`src/rtl/clbs_pkg.sv`:
```
// Package for the character LCD bus sequencer: action codes, bus phases,
// command constants and the structs shared by the RTL files. No dependencies.
`default_nettype none

package clbs_pkg;

	localparam int QDEPTH    = 4;
	localparam int ACTION_W  = 3;
	localparam int BYTE_W    = 8;
	localparam int COL_W     = 6;
	localparam int COUNT_W   = 3;
	localparam int CFG_IDX_W = 3;

	// request codes
	localparam logic [ACTION_W-1:0] ACT_TICK    = 3'd0;
	localparam logic [ACTION_W-1:0] ACT_INIT    = 3'd1;
	localparam logic [ACTION_W-1:0] ACT_CMD     = 3'd2;
	localparam logic [ACTION_W-1:0] ACT_DATA    = 3'd3;
	localparam logic [ACTION_W-1:0] ACT_SET_POS = 3'd4;

	// configuration register indexes
	localparam logic [CFG_IDX_W-1:0] CFG_DISPLAY_ON   = 3'd0;
	localparam logic [CFG_IDX_W-1:0] CFG_CURSOR_ON    = 3'd1;
	localparam logic [CFG_IDX_W-1:0] CFG_BLINK_ON     = 3'd2;
	localparam logic [CFG_IDX_W-1:0] CFG_ADDR_INC     = 3'd3;
	localparam logic [CFG_IDX_W-1:0] CFG_SCREEN_SHIFT = 3'd4;

	// controller command bytes
	localparam logic [BYTE_W-1:0] CMD_FUNC_SET  = 8'h38;
	localparam logic [BYTE_W-1:0] CMD_DISP_CTRL = 8'h08;
	localparam logic [BYTE_W-1:0] CMD_ENTRY     = 8'h04;
	localparam logic [BYTE_W-1:0] CMD_CLEAR     = 8'h01;
	localparam logic [BYTE_W-1:0] CMD_DDRAM     = 8'h80;
	localparam logic [BYTE_W-1:0] ROW1_BASE     = 8'h40;
	localparam logic [BYTE_W-1:0] POLL_BUS      = 8'hFF;

	localparam logic [COUNT_W-1:0] COUNT_ONE  = 3'd1;
	localparam logic [COUNT_W-1:0] COUNT_FULL = 3'(QDEPTH);

	typedef enum logic [5:0] {
		PH_IDLE  = 6'b000001,
		PH_START = 6'b000010,
		PH_POLL  = 6'b000100,
		PH_SETUP = 6'b001000,
		PH_EN_HI = 6'b010000,
		PH_EN_LO = 6'b100000
	} phase_t;

	typedef struct packed {
		logic              en;
		logic              rw;
		logic              rs;
		logic [BYTE_W-1:0] db;
	} pins_t;

	typedef struct packed {
		logic              rs;
		logic [BYTE_W-1:0] data;
	} entry_t;

	typedef entry_t [QDEPTH-1:0] queue_t;

	typedef struct packed {
		logic display_on;
		logic cursor_on;
		logic blink_on;
		logic address_increment;
		logic screen_shift;
	} cfg_t;

	typedef struct packed {
		logic [COUNT_W-1:0] count;
		phase_t             phase;
		pins_t              pins;
	} ctrl_t;

	typedef struct packed {
		logic [ACTION_W-1:0] action;
		logic [BYTE_W-1:0]   byte_value;
		logic [COL_W-1:0]    column;
		logic                row;
		logic                busy_line;
	} req_t;

	typedef struct packed {
		pins_t pins;
		logic  idle;
		logic  rejected;
	} res_t;

endpackage

`default_nettype wire

```
`src/rtl/clbs_req_if.sv`:
```
// Request channel of the character LCD bus sequencer: valid, ready, payload.
// Depends on clbs_pkg.
`default_nettype none

interface clbs_req_if
	import clbs_pkg::*;
();
	logic                valid;
	logic                ready;
	logic [ACTION_W-1:0] action;
	logic [BYTE_W-1:0]   byte_value;
	logic [COL_W-1:0]    column;
	logic                row;
	logic                busy_line;

	modport source (output valid, action, byte_value, column, row, busy_line, input ready);
	modport sink   (input valid, action, byte_value, column, row, busy_line, output ready);
endinterface

`default_nettype wire

```
`src/rtl/clbs_res_if.sv`:
```
// Result channel of the character LCD bus sequencer: valid, ready, pin levels
// and status. Depends on clbs_pkg.
`default_nettype none

interface clbs_res_if
	import clbs_pkg::*;
();
	logic              valid;
	logic              ready;
	logic [BYTE_W-1:0] bus_data;
	logic              reg_select;
	logic              read_write;
	logic              enable_pin;
	logic              idle;
	logic              rejected;

	modport source (output valid, bus_data, reg_select, read_write, enable_pin, idle, rejected,
		input ready);
	modport sink   (input valid, bus_data, reg_select, read_write, enable_pin, idle, rejected,
		output ready);
endinterface

`default_nettype wire

```
`src/rtl/clbs_step.sv`:
```
// Next-state logic of the bus sequencer: queue loading, phase advance and the
// result of one transaction. Purely combinational. Depends on clbs_pkg.
`default_nettype none

module clbs_step
	import clbs_pkg::*;
(
	input  req_t   req,
	input  cfg_t   cfg,
	input  ctrl_t  ctrl_cur,
	input  queue_t queue_cur,
	output ctrl_t  ctrl_nxt,
	output queue_t queue_nxt,
	output res_t   res
);

	logic              rejected;
	logic [BYTE_W-1:0] pos_addr;
	logic [COUNT_W-1:0] count_dec;

	assign pos_addr  = ({1'b0, req.row, 6'b0} + {2'b0, req.column}) | CMD_DDRAM;
	assign count_dec = (ctrl_cur.count != '0) ? ctrl_cur.count - COUNT_ONE : ctrl_cur.count;

	always_comb begin
		ctrl_nxt  = ctrl_cur;
		queue_nxt = queue_cur;
		rejected  = 1'b0;
		case (req.action) inside
			ACT_TICK: begin
				unique case (ctrl_cur.phase)
					PH_START: begin
						ctrl_nxt.pins  = '{en: 1'b1, rw: 1'b1, rs: 1'b0, db: POLL_BUS};
						ctrl_nxt.phase = PH_POLL;
					end
					PH_POLL: begin
						// hold the poll while the controller reports busy
						if (!req.busy_line) begin
							ctrl_nxt.pins.en = 1'b0;
							ctrl_nxt.phase   = PH_SETUP;
						end
					end
					PH_SETUP: begin
						ctrl_nxt.pins  = '{en: 1'b0, rw: 1'b0, rs: queue_cur[0].rs,
							db: queue_cur[0].data};
						ctrl_nxt.phase = PH_EN_HI;
					end
					PH_EN_HI: begin
						ctrl_nxt.pins.en = 1'b1;
						ctrl_nxt.phase   = PH_EN_LO;
					end
					PH_EN_LO: begin
						ctrl_nxt.pins.en = 1'b0;
						for (int i = 0; i < QDEPTH - 1; i++) begin
							queue_nxt[i] = queue_cur[i+1];
						end
						queue_nxt[QDEPTH-1] = '0;
						ctrl_nxt.count = count_dec;
						ctrl_nxt.phase = (count_dec != '0) ? PH_START : PH_IDLE;
					end
					default: begin
						ctrl_nxt.phase = PH_IDLE;
					end
				endcase
			end
			ACT_INIT, ACT_CMD, ACT_DATA, ACT_SET_POS: begin
				if (ctrl_cur.count != '0) begin
					rejected = 1'b1;
				end else begin
					ctrl_nxt.phase = PH_START;
					ctrl_nxt.count = COUNT_ONE;
					case (req.action)
						ACT_INIT: begin
							queue_nxt[0] = '{rs: 1'b0, data: CMD_FUNC_SET};
							queue_nxt[1] = '{rs: 1'b0, data: CMD_DISP_CTRL |
								{5'b0, cfg.display_on, cfg.cursor_on, cfg.blink_on}};
							queue_nxt[2] = '{rs: 1'b0, data: CMD_ENTRY |
								{6'b0, cfg.address_increment, cfg.screen_shift}};
							queue_nxt[3] = '{rs: 1'b0, data: CMD_CLEAR};
							ctrl_nxt.count = COUNT_FULL;
						end
						ACT_CMD:  queue_nxt[0] = '{rs: 1'b0, data: req.byte_value};
						ACT_DATA: queue_nxt[0] = '{rs: 1'b1, data: req.byte_value};
						default:  queue_nxt[0] = '{rs: 1'b0, data: pos_addr};
					endcase
				end
			end
			default: begin
				// unused codes leave everything alone
			end
		endcase
	end

	assign res.pins     = ctrl_nxt.pins;
	assign res.idle     = (ctrl_nxt.count == '0);
	assign res.rejected = rejected;

endmodule

`default_nettype wire

```
`src/rtl/char_lcd_bus_sequencer.sv`:
```
// Character LCD bus sequencer, 8-bit parallel bus: one request or tick in,
// one pin-level result out per transaction. Throughput is one transaction per
// clock; a result appears in the output register the cycle after its request
// is taken, and the request side stays ready while that register is empty or
// being drained. Each tick moves the byte at the head of a four-entry queue one
// bus phase on (start, busy poll, setup, enable high, enable low; a busy poll
// holds); requests are taken only with the queue empty, else flagged rejected.
// Write configuration only between transactions.
// Depends on clbs_pkg, clbs_req_if, clbs_res_if and clbs_step.
`default_nettype none

module char_lcd_bus_sequencer
	import clbs_pkg::*;
(
	input  wire                 clk,
	input  wire                 arst_n,
	input  wire                 cfg_wr_en,
	input  wire [CFG_IDX_W-1:0] cfg_index,
	input  wire                 cfg_data,
	clbs_req_if.sink            req,
	clbs_res_if.source          res
);

	cfg_t   cfg_q;
	ctrl_t  ctrl_q;
	ctrl_t  ctrl_nxt;
	queue_t queue_q;
	queue_t queue_nxt;
	req_t   req_in;
	res_t   res_nxt;
	res_t   res_q;
	logic   res_valid_q;
	logic   req_fire;

	assign req.ready = !res_valid_q || res.ready;
	assign req_fire  = req.valid && req.ready;

	assign req_in = '{action: req.action, byte_value: req.byte_value, column: req.column,
		row: req.row, busy_line: req.busy_line};

	clbs_step u_step (
		.req       (req_in),
		.cfg       (cfg_q),
		.ctrl_cur  (ctrl_q),
		.queue_cur (queue_q),
		.ctrl_nxt  (ctrl_nxt),
		.queue_nxt (queue_nxt),
		.res       (res_nxt)
	);

	always_ff @(posedge clk or negedge arst_n) begin
		if (!arst_n) begin
			cfg_q <= '{display_on: 1'b1, cursor_on: 1'b0, blink_on: 1'b0,
				address_increment: 1'b1, screen_shift: 1'b0};
		end else if (cfg_wr_en) begin
			unique case (cfg_index)
				CFG_DISPLAY_ON:   cfg_q.display_on        <= cfg_data;
				CFG_CURSOR_ON:    cfg_q.cursor_on         <= cfg_data;
				CFG_BLINK_ON:     cfg_q.blink_on          <= cfg_data;
				CFG_ADDR_INC:     cfg_q.address_increment <= cfg_data;
				CFG_SCREEN_SHIFT: cfg_q.screen_shift      <= cfg_data;
				default: begin
					// drop writes beyond the register list
				end
			endcase
		end
	end

	always_ff @(posedge clk or negedge arst_n) begin
		if (!arst_n) begin
			ctrl_q <= '{count: '0, phase: PH_IDLE, pins: '0};
		end else if (req_fire) begin
			ctrl_q <= ctrl_nxt;
		end
	end

	// queue contents are only read below the fill count
	always_ff @(posedge clk) begin
		if (req_fire) begin
			queue_q <= queue_nxt;
		end
	end

	always_ff @(posedge clk or negedge arst_n) begin
		if (!arst_n) begin
			res_valid_q <= 1'b0;
		end else if (req_fire) begin
			res_valid_q <= 1'b1;
		end else if (res.ready) begin
			res_valid_q <= 1'b0;
		end
	end

	always_ff @(posedge clk) begin
		if (req_fire) begin
			res_q <= res_nxt;
		end
	end

	assign res.valid      = res_valid_q;
	assign res.bus_data   = res_q.pins.db;
	assign res.reg_select = res_q.pins.rs;
	assign res.read_write = res_q.pins.rw;
	assign res.enable_pin = res_q.pins.en;
	assign res.idle       = res_q.idle;
	assign res.rejected   = res_q.rejected;

endmodule

`default_nettype wire

```
`src/flat_wrapper.sv`:
```
// flat-port wrapper written by rule: the top's interface ports become plain ports
module char_lcd_bus_sequencer_flat import clbs_pkg::*;
  (clk, arst_n, cfg_wr_en, cfg_index, cfg_data, req_valid, req_action, req_byte_value, req_column, req_row, req_busy_line, req_ready, res_valid, res_bus_data, res_reg_select, res_read_write, res_enable_pin, res_idle, res_rejected, res_ready);
  clbs_req_if req_i ();
  clbs_res_if res_i ();
  input  wire clk;
  input  wire arst_n;
  input  wire cfg_wr_en;
  input  wire [CFG_IDX_W-1:0] cfg_index;
  input  wire cfg_data;
  input wire logic [$bits(req_i.valid)-1:0] req_valid;
  input wire logic [$bits(req_i.action)-1:0] req_action;
  input wire logic [$bits(req_i.byte_value)-1:0] req_byte_value;
  input wire logic [$bits(req_i.column)-1:0] req_column;
  input wire logic [$bits(req_i.row)-1:0] req_row;
  input wire logic [$bits(req_i.busy_line)-1:0] req_busy_line;
  output wire logic [$bits(req_i.ready)-1:0] req_ready;
  output wire logic [$bits(res_i.valid)-1:0] res_valid;
  output wire logic [$bits(res_i.bus_data)-1:0] res_bus_data;
  output wire logic [$bits(res_i.reg_select)-1:0] res_reg_select;
  output wire logic [$bits(res_i.read_write)-1:0] res_read_write;
  output wire logic [$bits(res_i.enable_pin)-1:0] res_enable_pin;
  output wire logic [$bits(res_i.idle)-1:0] res_idle;
  output wire logic [$bits(res_i.rejected)-1:0] res_rejected;
  input wire logic [$bits(res_i.ready)-1:0] res_ready;
  assign req_i.valid = req_valid;
  assign req_i.action = req_action;
  assign req_i.byte_value = req_byte_value;
  assign req_i.column = req_column;
  assign req_i.row = req_row;
  assign req_i.busy_line = req_busy_line;
  assign req_ready = req_i.ready;
  assign res_valid = res_i.valid;
  assign res_bus_data = res_i.bus_data;
  assign res_reg_select = res_i.reg_select;
  assign res_read_write = res_i.read_write;
  assign res_enable_pin = res_i.enable_pin;
  assign res_idle = res_i.idle;
  assign res_rejected = res_i.rejected;
  assign res_i.ready = res_ready;
  char_lcd_bus_sequencer u_core (.clk(clk), .arst_n(arst_n), .cfg_wr_en(cfg_wr_en), .cfg_index(cfg_index), .cfg_data(cfg_data), .req(req_i), .res(res_i));
endmodule
```
`config.mk`:
```
export PLATFORM = sky130hd
export DESIGN_NAME = char_lcd_bus_sequencer_flat
export DESIGN_NICKNAME = d
export VERILOG_FILES = /design/src/rtl/clbs_pkg.sv /design/src/rtl/clbs_req_if.sv /design/src/rtl/clbs_res_if.sv /design/src/rtl/clbs_step.sv /design/src/rtl/char_lcd_bus_sequencer.sv /design/src/flat_wrapper.sv
export SDC_FILE = /design/constraint.sdc
export NUM_CORES = 1
export LEC_CHECK = 0
export ABC_AREA = 1
export BUFFER_PORTS_ARGS = -buffer_cell sky130_fd_sc_hd__buf_2
export CORE_MARGIN = 4
export CORE_UTILIZATION = 41
export CTS_CLUSTER_SIZE = 12
export DETAILED_ROUTE_END_ITERATION = 10
export GPL_TIMING_DRIVEN = 0
export PLACE_DENSITY = 0.65
export SETUP_SLACK_MARGIN = 0.3
export SLEW_MARGIN = 20
export SYNTH_ARGS = -nofsm -noshare
export SYNTH_HDL_FRONTEND = slang
export SYNTH_SLANG_ARGS = --single-unit
```
`constraint.sdc`:
```
create_clock -name clk -period 2.05 [get_ports clk]
set_input_delay 0.3075 -clock clk [delete_from_list [all_inputs] [get_ports clk]]
set_output_delay 0.3075 -clock clk [all_outputs]
set_load 0.005 [all_outputs]
```
Yosys cells after proc, flatten, opt, wreduce, memory -nomap -nowiden
Cells that the tools add are included.
W data, S select, Z words.
Word-level totals
  register bits: 75
  logic and storage cells: 89
Operators by class
  bitwise operators: 1
  reduce and logical (&&, ||, !) cells: 23
  muxes and demuxes: 21
  equality and inequality tests: 16
  $add $sub $neg: 2
Operators with widths (number)
  $mux W36: 4
  $pmux W6 S5: 1
  $mux W27: 1
  $mux W9: 3
  $pmux W9 S3: 1
  $pmux W10 S2: 1
  $eq A3 B2 Y1 const B: 4
  $mux W11: 1
  $reduce_and A2 Y1: 5
  $logic_not A3 Y1: 3
  $mux W3: 3
  $reduce_and A4 Y1: 2
  $add A7 B6 Y7: 1
  $mux W7: 1
  $eq A3 B1 Y1 const B: 2
  $eq A3 B3 Y1 const B: 2
  $eq A6 B2 Y1 const B: 1
  $eq A6 B3 Y1 const B: 1
  $eq A6 B4 Y1 const B: 1
  $eq A6 B5 Y1 const B: 1
  $eq A6 B6 Y1 const B: 1
  $reduce_bool A2 Y1: 3
  $reduce_bool A3 Y1: 2
  $reduce_or A2 Y1: 3
  other kinds (13): 15

Longest topological paths before layout
Gate-level depths: netlist of the first run.
  word-level depth: 7
  gate-level depth with buffers: 10

By module
From an unflattened synthesis of the first run, not the netlist that was laid out.
Second synthesis, totals
  cells, all modules: 430
  area total of the unflattened synthesis: 3951.3 um^2
Modules (own cells, without submodules)
  char_lcd_bus_sequencer: sequential area each 2125.8 um^2, instances 1, area an instance 2607.5 um^2, cells an instance 177
  clbs_step: sequential area each 0.0 um^2, instances 1, area an instance 1343.8 um^2, cells an instance 253

Worst setup path before layout of the first run
OpenSTA, ideal clock, no wires.
  path kind: register to register
  from: register u_core.ctrl_q[17] in the netlist's numbering
  to: register u_core.queue_q[10] in the netlist's numbering, enable pin
  period minus slack after synthesis: 2.114 ns
  setup slack: -0.064 ns
  arrival time: 1.724 ns
  stages on the path, launching flop included: 7
  data required time: 1.660 ns
  path buffers: 0
  setup time: 0.390 ns
  path through: dfrtp_1 inv_1 ha_1 nand2_1 nand2_1 nand3_2 nor4_1
Between the ends
  longest elaborated chain between the ends: 3
RTL lines
  start: declaration: RTL line char_lcd_bus_sequencer.sv:25  | ctrl_t ctrl_q;
  start signal: assignment: RTL line char_lcd_bus_sequencer.sv:71  | ctrl_q <= '{count: '0, phase: PH_IDLE, pins: '0};
  start signal: assignment: RTL line char_lcd_bus_sequencer.sv:73  | ctrl_q <= ctrl_nxt;
  $reduce_bool A3 Y1: RTL line clbs_step.sv:66  | if (ctrl_cur.count != '0) begin
  $ne A2 B2 Y1 (no line)
  $reduce_and A5 Y1 (no line)
  end signal: assignment: RTL line char_lcd_bus_sequencer.sv:80  | queue_q <= queue_nxt;
  end: declaration: RTL line char_lcd_bus_sequencer.sv:27  | queue_t queue_q;
No other way between the ends.
A chain may end at the register's enable or synchronous reset.

==> results.md, run 1 <==
- Die W: between 90 and 100 µm
- Pre-antenna DRT Iters: 4
- Post-synthesis cell type count: 37
- GR Overflow Total: 0
- Tightest Pin Transition: slightly above 600 ps
- Delay-heaviest family, CP: simple AND/OR/NAND/NOR gates
- Sw Share: 0.3366
- Die Ht: 90.01 µm
- Part of the Yosys area used for sequential elements: 0.5531
- First-pass GRT wire length: between 9 and 10 mm
- Pwr Density: 990.8 mW/mm²
- CTS Buffer Depth: 2
- Final min period: about 1600 ps
- Synthesized instance count: 293
- FP Rows: 29
- Max-slew violation count: 0
- Crit share post-route: 0.7925
- Worst hold slack: -6.679 ps
- Vias in the first global route: 2005
- Setup CP Type: reg2reg
- Largest net degree at the start of global routing: 27
- CTS sink cnt: 55
- Starting Density: 0.4294
- Gpl congestion: 0.8280
- Via density: a little under 5
- P_sw: around 0.0011 W
- CORE AREA: 0.006422 mm²
- Status: finished, violations left
- ANT cells: 0
- Hpwl dp: 3.894 mm
- Inst Count DP: ~410
- CP Cell Sequence: nor2_4 -> nand3_2 -> nor2_8 -> buf_8 -> inv_1 -> nand3_1 -> nand2_1
- Clock tree root buffer cell: clkbuf_8
- Fin area: 0.003219 mm²
- Tot GR Track Use: 0.1354
- Part of the power in combinational logic: 0.312
- Net Count, Synth: approximately 320
- TritonCTS clock tree: done
- CP max stage cell: dfrtp_1
- Nets: 373
- Normalized max-slew margin: 0.5937
- Maximum VDD drop: roughly 0.00038 V
- Placed cell areas: about 0.0031 mm²
- Final setup vio count: 0
- Clock latency on the worst-skew pair: a little over 300 ps
- Endpoint type of the worst setup path: register
- Worst min-delay path class: in2async
- FFs w/ async S/R, synth: 0.4727
- Top cells by area, synth: edfxtp_1 32%, dfrtp_1 21%, nand2_1 10%, inv_1 5.0%, o21ai_0 3.8%
- Via count: 2069
- Worst Skew: between 5 and 6 ps
- Final antenna-violating net count: 0
- Crit Path Max Fanout: 10
- IO buf count: just over 40
- Worst Path Required: 2120 ps
- Reg clk slew, reported paths: roughly 100 ps
- Layout cells sized above 1: 0.2820
- CTS H-tree lvls: 2
- Max stage delay on crit path: 470 ps
- Commonest cells post-synth: 74 x nand2_1, 37 x inv_1, 29 x edfxtp_1
- P_leak: between 1.5 and 2 nW
- Register area: 0.001525 mm²
- Final wirelength: around 5.3 mm
- Routed WL per cell: 12.61 µm
- Sequential power share: 0.498
- Synth top area share: 0.3158
- YS warnings: 0
- Largest area contributor in the netlist: edfxtp_1
- FILL cells: about 600
- Power Internal: between 0.002 and 0.0025 W
- Fmax: roughly 620 MHz
- Total CTS buffers: 5
- Most frequent cell after synthesis: nand2_1
- Synthesized flop and latch total: 55
- Final hold vios: 8
- Die area: a little over 0.008 mm²
- Syn_area_per_cell: about 9.4 µm²
- Final Instance Count excl. Fillers: between 400 and 500
- Footprint of the multi-input gates: ~0.0011 mm²
- Clock share of power: 0.190
- Bufs and invs on worst path: 2
- Worst setup SP type: register
- Unrepaired setup endpoints after global routing: no
- DRT iter0 DRCs: 93
- Crit path arrival time: ~1700 ps
- Main synth FF type: edfxtp_1
- Max Cap Violations: 0
- Failing checks: negative hold slack
- Cell Area, Synth: approximately 0.0028 mm²
- Area grow syn2layout: 16.74%
- Initial antenna violation count: 0
- Post-synth EDFFs: 29
- Boundary Pins: 43
- # DRC: 0
## path summary, 6_finish.rpt
kind	startpoint	to	slack, ps	cells after the start
min	arst_n	u_core.res.valid	-7	1
max reg2reg	u_core.ctrl_q[15]	u_core.res.reg_select	430	7
min in group clk	cfg_index[0]	u_core.cfg_q[1]	270	3
min reg2reg	u_core.cfg_q[1]	u_core.cfg_q[1]	490	2
max in group asynchronous	arst_n	u_core.ctrl_q[6]	1660	1
max	u_core.ctrl_q[15]	u_core.res.reg_select	430	7
## per-layer routing
| layer | GRT usage | vias to the layer above | share of wire |
|---|---|---|---|
| li1 | - | 1067 | - |
| met1 | 0.1653 | 958 | 0.45 |
| met2 | 0.2302 | 39 | 0.49 |
| met3 | 0.03756 | 5 | 0.043 |
| met4 | 0.04592 | 0 | 0.016 |
| met5 | 0 | - | 0 |
## layout by cell type (no fill, tap or decap), drive strengths merged
| master | instances |
|---|---|
| nand2 | 77 |
| xor2 | 1 |
| o211ai | 8 |
| a21oi | 2 |
| clkbuf | 5 |
| dfrtp | 23 |
| nand4 | 2 |
| a22o | 1 |
| nor2 | 33 |
| clkinv | 2 |
| o221a | 2 |
| nand3b | 3 |
| o21ai | 27 |
| inv | 43 |
| a21boi | 1 |
| o22ai | 2 |
| edfxtp | 29 |
| nor3 | 1 |
| ha | 2 |
| nor4 | 1 |
| a31oi | 5 |
| o221ai | 1 |
| dfstp | 3 |
| buf | 51 |
| nand3 | 19 |
## repair_timing
action | CTS | global route
endpoints found under the setup margin | 38 | 37
pin swaps | 1 | 1
resized for setup | 2 | 12
cloned | 0 | 0
buffers inserted | 1 | 1
hold buffers | 0 | 0
## cell type report
cell class / instances / share of cell area
sequential: 55 / 0.4738
multi-input combinational: 188 / 0.3300
timing repair buffer: 43 / 0.06957
inverter: 42 / 0.04897
tap: 77 / 0.02993
clock buffer: 5 / 0.02138
buffer: 8 / 0.02060
clock inverter: 3 / 0.005830
## through the flow
stage	total power [W]	setup TNS, ps	setup WS, ps	utilization
2_1_floorplan	0.002302	0	280.2	-
3_3_place_gp	0.002537	-820.8	-62.97	0.4787
3_5_place_dp	0.002568	-1290	-79.94	0.4787
4_1_cts	0.003183	0	184.6	0.4941
5_1_grt	0.003441	0	315.1	0.5013
6_report	0.003190	0	425.3	0.5013
## logic make-up after synthesis
| family | share of synthesized area |
|---|---|
| simple gates | 0.2305 |
| buf+inv | 0.08075 |
| xor+xnor | 0.003177 |
| compound gates | 0.1234 |
| fa+ha+maj | 0.009073 |
| flops | 0.5531 |
## registers in the layout (all words and copies together), names as in the netlist
name	flops
u_core.cfg_q	5
u_core.res.rejected	1
u_core.res.read_write	1
u_core.res.idle	1
u_core.res.reg_select	1
u_core.res.bus_data	8
u_core.queue_q	16
u_core.res.enable_pin	1
u_core.res.valid	1
u_core.ctrl_q	20
## power by group through the flow
stage | registers, W | clock network, W | logic, W
floorplan | 0.00159 | 0 | 0.000707
global placement | 0.00160 | 0 | 0.000940
detailed placement | 0.00160 | 0 | 0.000964
CTS | 0.00158 | 0.000630 | 0.000974
global route | 0.00161 | 0.000674 | 0.00115
finish | 0.00159 | 0.000606 | 0.000996
Note: power is estimated with default switching activity, not from simulation.
==> inputs of run 2 (changes only) <==
PLACE_DENSITY = 0.63   (was 0.65)
clock period = 1.6 ns   (was 2.05 ns; I/O delays follow)
==> results.md, run 2 (same netlist as run 1, synthesis figures left out) <==
- Status: completed
- Critical Path Stages: 7 (unchanged)
- Via count: 2179 (+5.3%)
- Clock latency on the worst-skew pair: 310 ps (about the same)
- Tot GR Track Use: 0.1465 (+0.01110)
- Area grow syn2layout: 27.59%
- Gpl congestion: 0.8639 (+4.3%)
- Pre-antenna DRT Iters: 4 (unchanged)
- FILL cells: 567 (-6.3%)
- Clock tree root buffer cell: clkbuf_8
- CORE AREA: 0.006422 mm² (unchanged)
- Max Used Layer: met4
- Final antenna-violating net count: 0 (unchanged)
- P_sw: 0.001533 W (+43%)
- P_leak: 1.635 nW (+8.6%)
- R2R Setup Slk: 70 ps (-360 ps)
- Hpwl dp: 3.958 mm (+1.6%)
- Via density: 4.930 (+0.31%)
- Crit path arrival time: 1570 ps (-130 ps)
- Crit share post-route: 0.9562 (+0.1637)
- TritonCTS clock tree: done
- Reg clk slew, reported paths: 100 ps (about the same)
- Post-placement setup slack: -226.0 ps (-146.0 ps)
- DR WL met2: 2.938 mm (+14%)
- Crit path from: u_core.ctrl_q[18]
- WL met1: 2.611 mm (+8.6%)
- Max stage delay on crit path: 410 ps (-60 ps)
- # DRC: 0 (unchanged)
- Setup CP Type: reg2reg
- Initial antenna violation count: 0 (unchanged)
- Boundary Pins: 43 (unchanged)
- Clock share of power: 0.180 (-0.010)
- GR Overflow Total: 0 (unchanged)
- Setup crit end: u_core.queue_q[9]
- Total CTS buffers: 5 (unchanged)
- Final wirelength: 5.846 mm (+10%)
- R2r worst-path depth: 7 (unchanged)
- CTS H-tree lvls: 2 (unchanged)
- Die Ht: 90.01 µm (unchanged)
- Die area: 0.008102 mm² (unchanged)
- Starting Density: 0.4294 (unchanged)
- CTS sink cnt: 55 (unchanged)
- CP Cell Sequence: inv_2 -> ha_4 -> nand2_4 -> nand2_4 -> nand3_4 -> nor4_4 -> buf_6
- Maximum VDD drop: 0.0005804 V (+52%)
- CP max stage cell: dfrtp_1
- Sequential power share: 0.460 (-0.038)
- DRT iter0 DRCs: 96 (+3.2%)
- Unrepaired setup endpoints after global routing: yes
- Crit Path Max Fanout: 7 (-3)
- Largest register FFs: 20 (unchanged)
- Vias in the first global route: 2141 (+6.8%)
- CP dominant cell by count: nand2_4
- Endpoint type of the worst setup path: register
- Layout cells sized above 1: 0.3890 (+0.1071)
- Sw Share: 0.3457 (+0.009094)
- First-pass GRT wire length: 9.901 mm (+9.3%)
- Reg with most FFs: u_core.ctrl_q
- Fmax: 653.6 MHz (+6.2%)
- Delay-heaviest family, CP: simple AND/OR/NAND/NOR gates
- Final min period: 1530 ps (-94.67 ps)
- Max Cap Violations: 0 (unchanged)
- Worst Skew: 9.276 ps (+3.666 ps)
- Max-slew violation count: 0 (unchanged)
- Final hold vios: 0 (-8)
- Worst min-delay path class: in2reg
- FP Rows: 29 (unchanged)
- Final setup vio count: 0 (unchanged)
- IO buf count: 41 (unchanged)
- ANT cells: 0 (unchanged)
- Bufs and invs on worst path: 2 (unchanged)
- Worst Path Required: 1640 ps (-480 ps)
- WL met3: 245 µm (+7.0%)
- Largest net degree at the start of global routing: 27 (unchanged)
- Routed WL per cell: 13.23 µm (+4.9%)
- Final worst slack: 70.01 ps (-355.3 ps)
- Die W: 90.01 µm (unchanged)
- Tightest Pin Transition: 623.7 ps (+14.27 ps)
- CTS Buffer Depth: 2 (unchanged)
- Reg-to-Reg End: u_core.queue_q[9]
- Normalized max-slew margin: 0.5842 (-0.009512)
- Most common cell after layout, fill and taps aside: nand2_1
- Leading cell types in the layout, fill and taps excluded: 68 x nand2_1, 43 x buf_2, 29 x edfxtp_1
- Part of the power in combinational logic: 0.360 (+0.048)
- FF-to-FF Start: u_core.ctrl_q[18]
- Worst setup SP type: register
- Pwr Density: 1261 mW/mm² (+27%)
- Power Internal: 0.002902 W (+37%)
- Nets: 394 (+5.6%)
- Worst hold slack: 201.7 ps (+208.4 ps)
run 2: worst min-delay path by stage:
| stage | startpoint | slack [ps] | cells after the start | to |
|---|---|---|---|---|
| finish | cfg_index[0] | 200 | 3 | u_core.cfg_q[1] |
| global route | req_byte_value[6] | 220 | 2 | u_core.queue_q[6] |
| CTS | res_ready | 190 | 4 | u_core.res.valid |
| detailed placement | arst_n | 290 | 1 | u_core.res.valid |
| global placement | arst_n | 300 | 1 | u_core.res.valid |
| floorplan | arst_n | -60 | 0 | u_core.cfg_q[0] |
run 2: layout make-up:
class	count	area (µm²)	share of cell area
flip-flops and latches	55	1528	0.4342
inverters	42	165.2	0.04694
repair buffers	63	399.1	0.1134
clock inverters	3	23.77	0.006757
multi-input cells	189	1150	0.3268
clock buffers	5	68.82	0.01956
well taps	77	96.34	0.02738
plain buffers	8	87.58	0.02489
run 2: power groups by stage:
stage	clock network, W	logic (W)	registers, W
global route	0.000876	0.00181	0.00207
CTS	0.000819	0.00152	0.00203
floorplan	0	0.000978	0.00206
finish	0.000799	0.00160	0.00204
global placement	0	0.00129	0.00206
detailed placement	0	0.00133	0.00206
run 2: through the flow:
stage,TNS [ps],cells,total power (W),utilization,instance area (µm²)
detailed placement,-2677,411,0.003391,0.4870,3128
global placement,-2365,411,0.003347,0.4870,3128
floorplan,-222.7,293,0.003035,-,2826
finish,0,442,0.004435,0.5478,3518
global route,-107.3,442,0.004752,0.5478,3518
CTS,0,439,0.004375,0.5357,3441
run 2: worst register-to-register path: stages, from the launching register on:
cell	delay, ps
dfrtp_1	410
inv_2	100
ha_4	140
nand2_4	80
nand2_4	80
nand3_4	110
nor4_4	170
buf_6	170
run 2: timing repair:
item	4_1_cts	5_1_grt
buffers inserted	18	1
resized for setup	23	17
endpoints found under the setup margin	61	62
cloned	1	2
pin swaps	9	9
hold endpoints to repair	23	0
hold buffers	1	0
run 2: layer usage:
metal  global-route usage  up-vias
li1                     -     1117
met2               0.2582       48
met3              0.03088        6
met5                    0        -
met4              0.03061        0
met1               0.1853     1008
==> inputs of run 3 (changes only) <==
RECOVER_POWER = 25   (was not set)
==> results.md, run 3 (same netlist as run 1, synthesis figures left out) <==
- Setup CP Type: reg2reg
- Worst Path Required: 1640 ps (about the same)
- Nets: 394 (unchanged)
- Worst Skew: 9.256 ps (-0.01993 ps)
- WL met1: 2.602 mm (-0.34%)
- Max Used Layer: met4
- Worst min-delay path class: in2reg
- Hpwl dp: 3.958 mm (unchanged)
- Die W: 90.01 µm (unchanged)
- Hold Crit Start: cfg_index[0]
- Final antenna-violating net count: 0 (unchanged)
- R2r worst-path depth: 7 (unchanged)
- Starting Density: 0.4294 (unchanged)
- Final min period: 1535 ps (+4.821 ps)
- GR Overflow Total: 0 (unchanged)
- Setup_tns: 0 ps (unchanged)
- Via count: 2189 (+0.46%)
- Max Cap Violations: 0 (unchanged)
- Endpoint type of the worst setup path: register
- Total CTS buffers: 5 (unchanged)
- DRT iter0 DRCs: 113 (+18%)
- # DRC: 0 (unchanged)
- Die Ht: 90.01 µm (unchanged)
- Hold endpoint: u_core.cfg_q[1]
- R2R Setup Slk: 70 ps (about the same)
- P_leak: 1.631 nW (-0.22%)
- Placed cell areas: 0.003128 mm² (unchanged)
- WL met3: 253 µm (+3.3%)
- Initial antenna violation count: 0 (unchanged)
- Boundary Pins: 43 (unchanged)
- Status: completed
- FF-to-FF Start: u_core.ctrl_q[18]
- Largest net degree at the start of global routing: 27 (unchanged)
- CTS H-tree lvls: 2 (unchanged)
- Pre-antenna DRT Iters: 4 (unchanged)
- Normalized max-slew margin: 0.5373 (-0.04685)
- Fin area: 0.003505 mm² (-0.39%)
- Most common cell after layout, fill and taps aside: nand2_1
- Reg clk slew, reported paths: 100 ps (about the same)
- Area grow syn2layout: 27.09%
- Pwr Density: 1264 mW/mm² (+0.28%)
- Worst setup SP type: register
- CTS Buffer Depth: 2 (unchanged)
- FILL cells: 572 (+0.88%)
- Via density: 4.952 (+0.46%)
- Tightest Pin Transition: 694.0 ps (+70.27 ps)
- Tot GR Track Use: 0.1465 (unchanged)
- Gpl congestion: 0.8639 (unchanged)
- Max-slew violation count: 0 (unchanged)
- Final setup vio count: 0 (unchanged)
- IO buf count: 41 (unchanged)
- Crit Path Max Fanout: 7 (unchanged)
- Fmax: 651.5 MHz (-0.31%)
- TritonCTS clock tree: done
- Crit path arrival time: 1570 ps (about the same)
- Unrepaired setup endpoints after global routing: yes
- CTS sink cnt: 55 (unchanged)
- CORE AREA: 0.006422 mm² (unchanged)
- DR WL met2: 2.947 mm (+0.31%)
- Leading cell types in the layout, fill and taps excluded: 68 x nand2_1, 42 x buf_2, 29 x edfxtp_1
- Largest register FFs: 20 (unchanged)
- Layout cells sized above 1: 0.3808 (-0.008219)
- Routed WL per cell: 13.24 µm (+0.12%)
- Vias in the first global route: 2141 (unchanged)
- Maximum VDD drop: 0.0005798 V (-0.11%)
- Clock latency on the worst-skew pair: 310 ps (about the same)
- Clock tree root buffer cell: clkbuf_8
- Reg with most FFs: u_core.ctrl_q
- FP Rows: 29 (unchanged)
- ANT cells: 0 (unchanged)
- Final wirelength: 5.853 mm (+0.12%)
- Final hold vios: 0 (unchanged)
- Crit share post-route: 0.9593 (+0.003013)
- WHS Path Cells: 3 (unchanged)
- Die area: 0.008102 mm² (unchanged)
- First-pass GRT wire length: 9.901 mm (unchanged)
- Reg-to-Reg End: u_core.queue_q[9]
-- run 3: cell types whose count changed in the layout (fill, tap and decap cells not counted) --
cell	previous run	this run
nor2_1	20	22
buf_2	43	42
buf_4	18	17
clkbuf_1	0	1
clkbuf_2	0	1
nor2_2	6	5
nor2_4	7	6
-- run 3: worst max-delay path by stage --
| stage | startpoint | to | slack (ps) | depth (start not counted) |
|---|---|---|---|---|
| finish | u_core.ctrl_q[18] | u_core.queue_q[9] | 70 | 7 |
| global route | u_core.ctrl_q[15] | u_core.ctrl_q[6] | -40 | 8 |
| CTS | u_core.ctrl_q[16] | u_core.queue_q[9] | 60 | 7 |
| detailed placement | u_core.ctrl_q[17] | u_core.queue_q[12] | -230 | 6 |
| global placement | req_action[1] | u_core.queue_q[12] | -200 | 6 |
| floorplan | u_core.ctrl_q[17] | u_core.queue_q[10] | -30 | 6 |
-- run 3: final cells by class --
cell class | count | area (µm²) | share of cell area
buffer | 8 | 83.83 | 0.02392
clock inverter | 3 | 23.77 | 0.006783
inverter | 42 | 165.2 | 0.04713
clock buffer | 5 | 68.82 | 0.01964
timing repair buffer | 63 | 399.1 | 0.1139
sequential | 55 | 1528 | 0.4359
tap | 77 | 96.34 | 0.02749
multi-input combinational | 189 | 1140 | 0.3252
-- run 3: metrics by stage --
step | utilization | power [W] | setup slack, ps | hold slack (ps) | cells
after floorplan | - | 0.003035 | -31.81 | -55.59 | 293
after detailed placement | 0.4870 | 0.003391 | -226.0 | 294.0 | 411
after global placement | 0.4870 | 0.003347 | -196.1 | 299.1 | 411
after CTS | 0.5357 | 0.004375 | 63.47 | 186.6 | 439
after global routing | 0.5457 | 0.004748 | -39.05 | 215.4 | 442
final | 0.5457 | 0.004430 | 65.19 | 201.5 | 442
-- run 3: repair_timing --
action	4_1_cts	5_1_grt
hold buffers	1	0
pin swaps	9	9
gates cloned	1	2
endpoints found under the hold margin	23	0
buffers inserted	18	1
gates resized for setup	23	17
setup endpoints to repair	61	62
-- run 3: power breakdown --
group          switching, W  leakage, nW  total [W]  internal, W
logic              0.000902        0.991    0.00159     0.000691
registers          0.000146        0.594    0.00204      0.00189
clock network      0.000482       0.0461   0.000799     0.000317
-- run 3: routing by layer --
metal | vias up | track usage
met4 | 0 | 0.03061
met2 | 45 | 0.2582
met1 | 1020 | 0.1853
li1 | 1118 | -
met3 | 6 | 0.03088
met5 | - | 0
-- run 3: worst max-delay path: stages, from the launching register on --
cell	delay, ps
dfrtp_1	410
inv_2	100
ha_4	140
nand2_4	80
nand2_4	70
nand3_4	120
nor4_4	170
buf_6	170
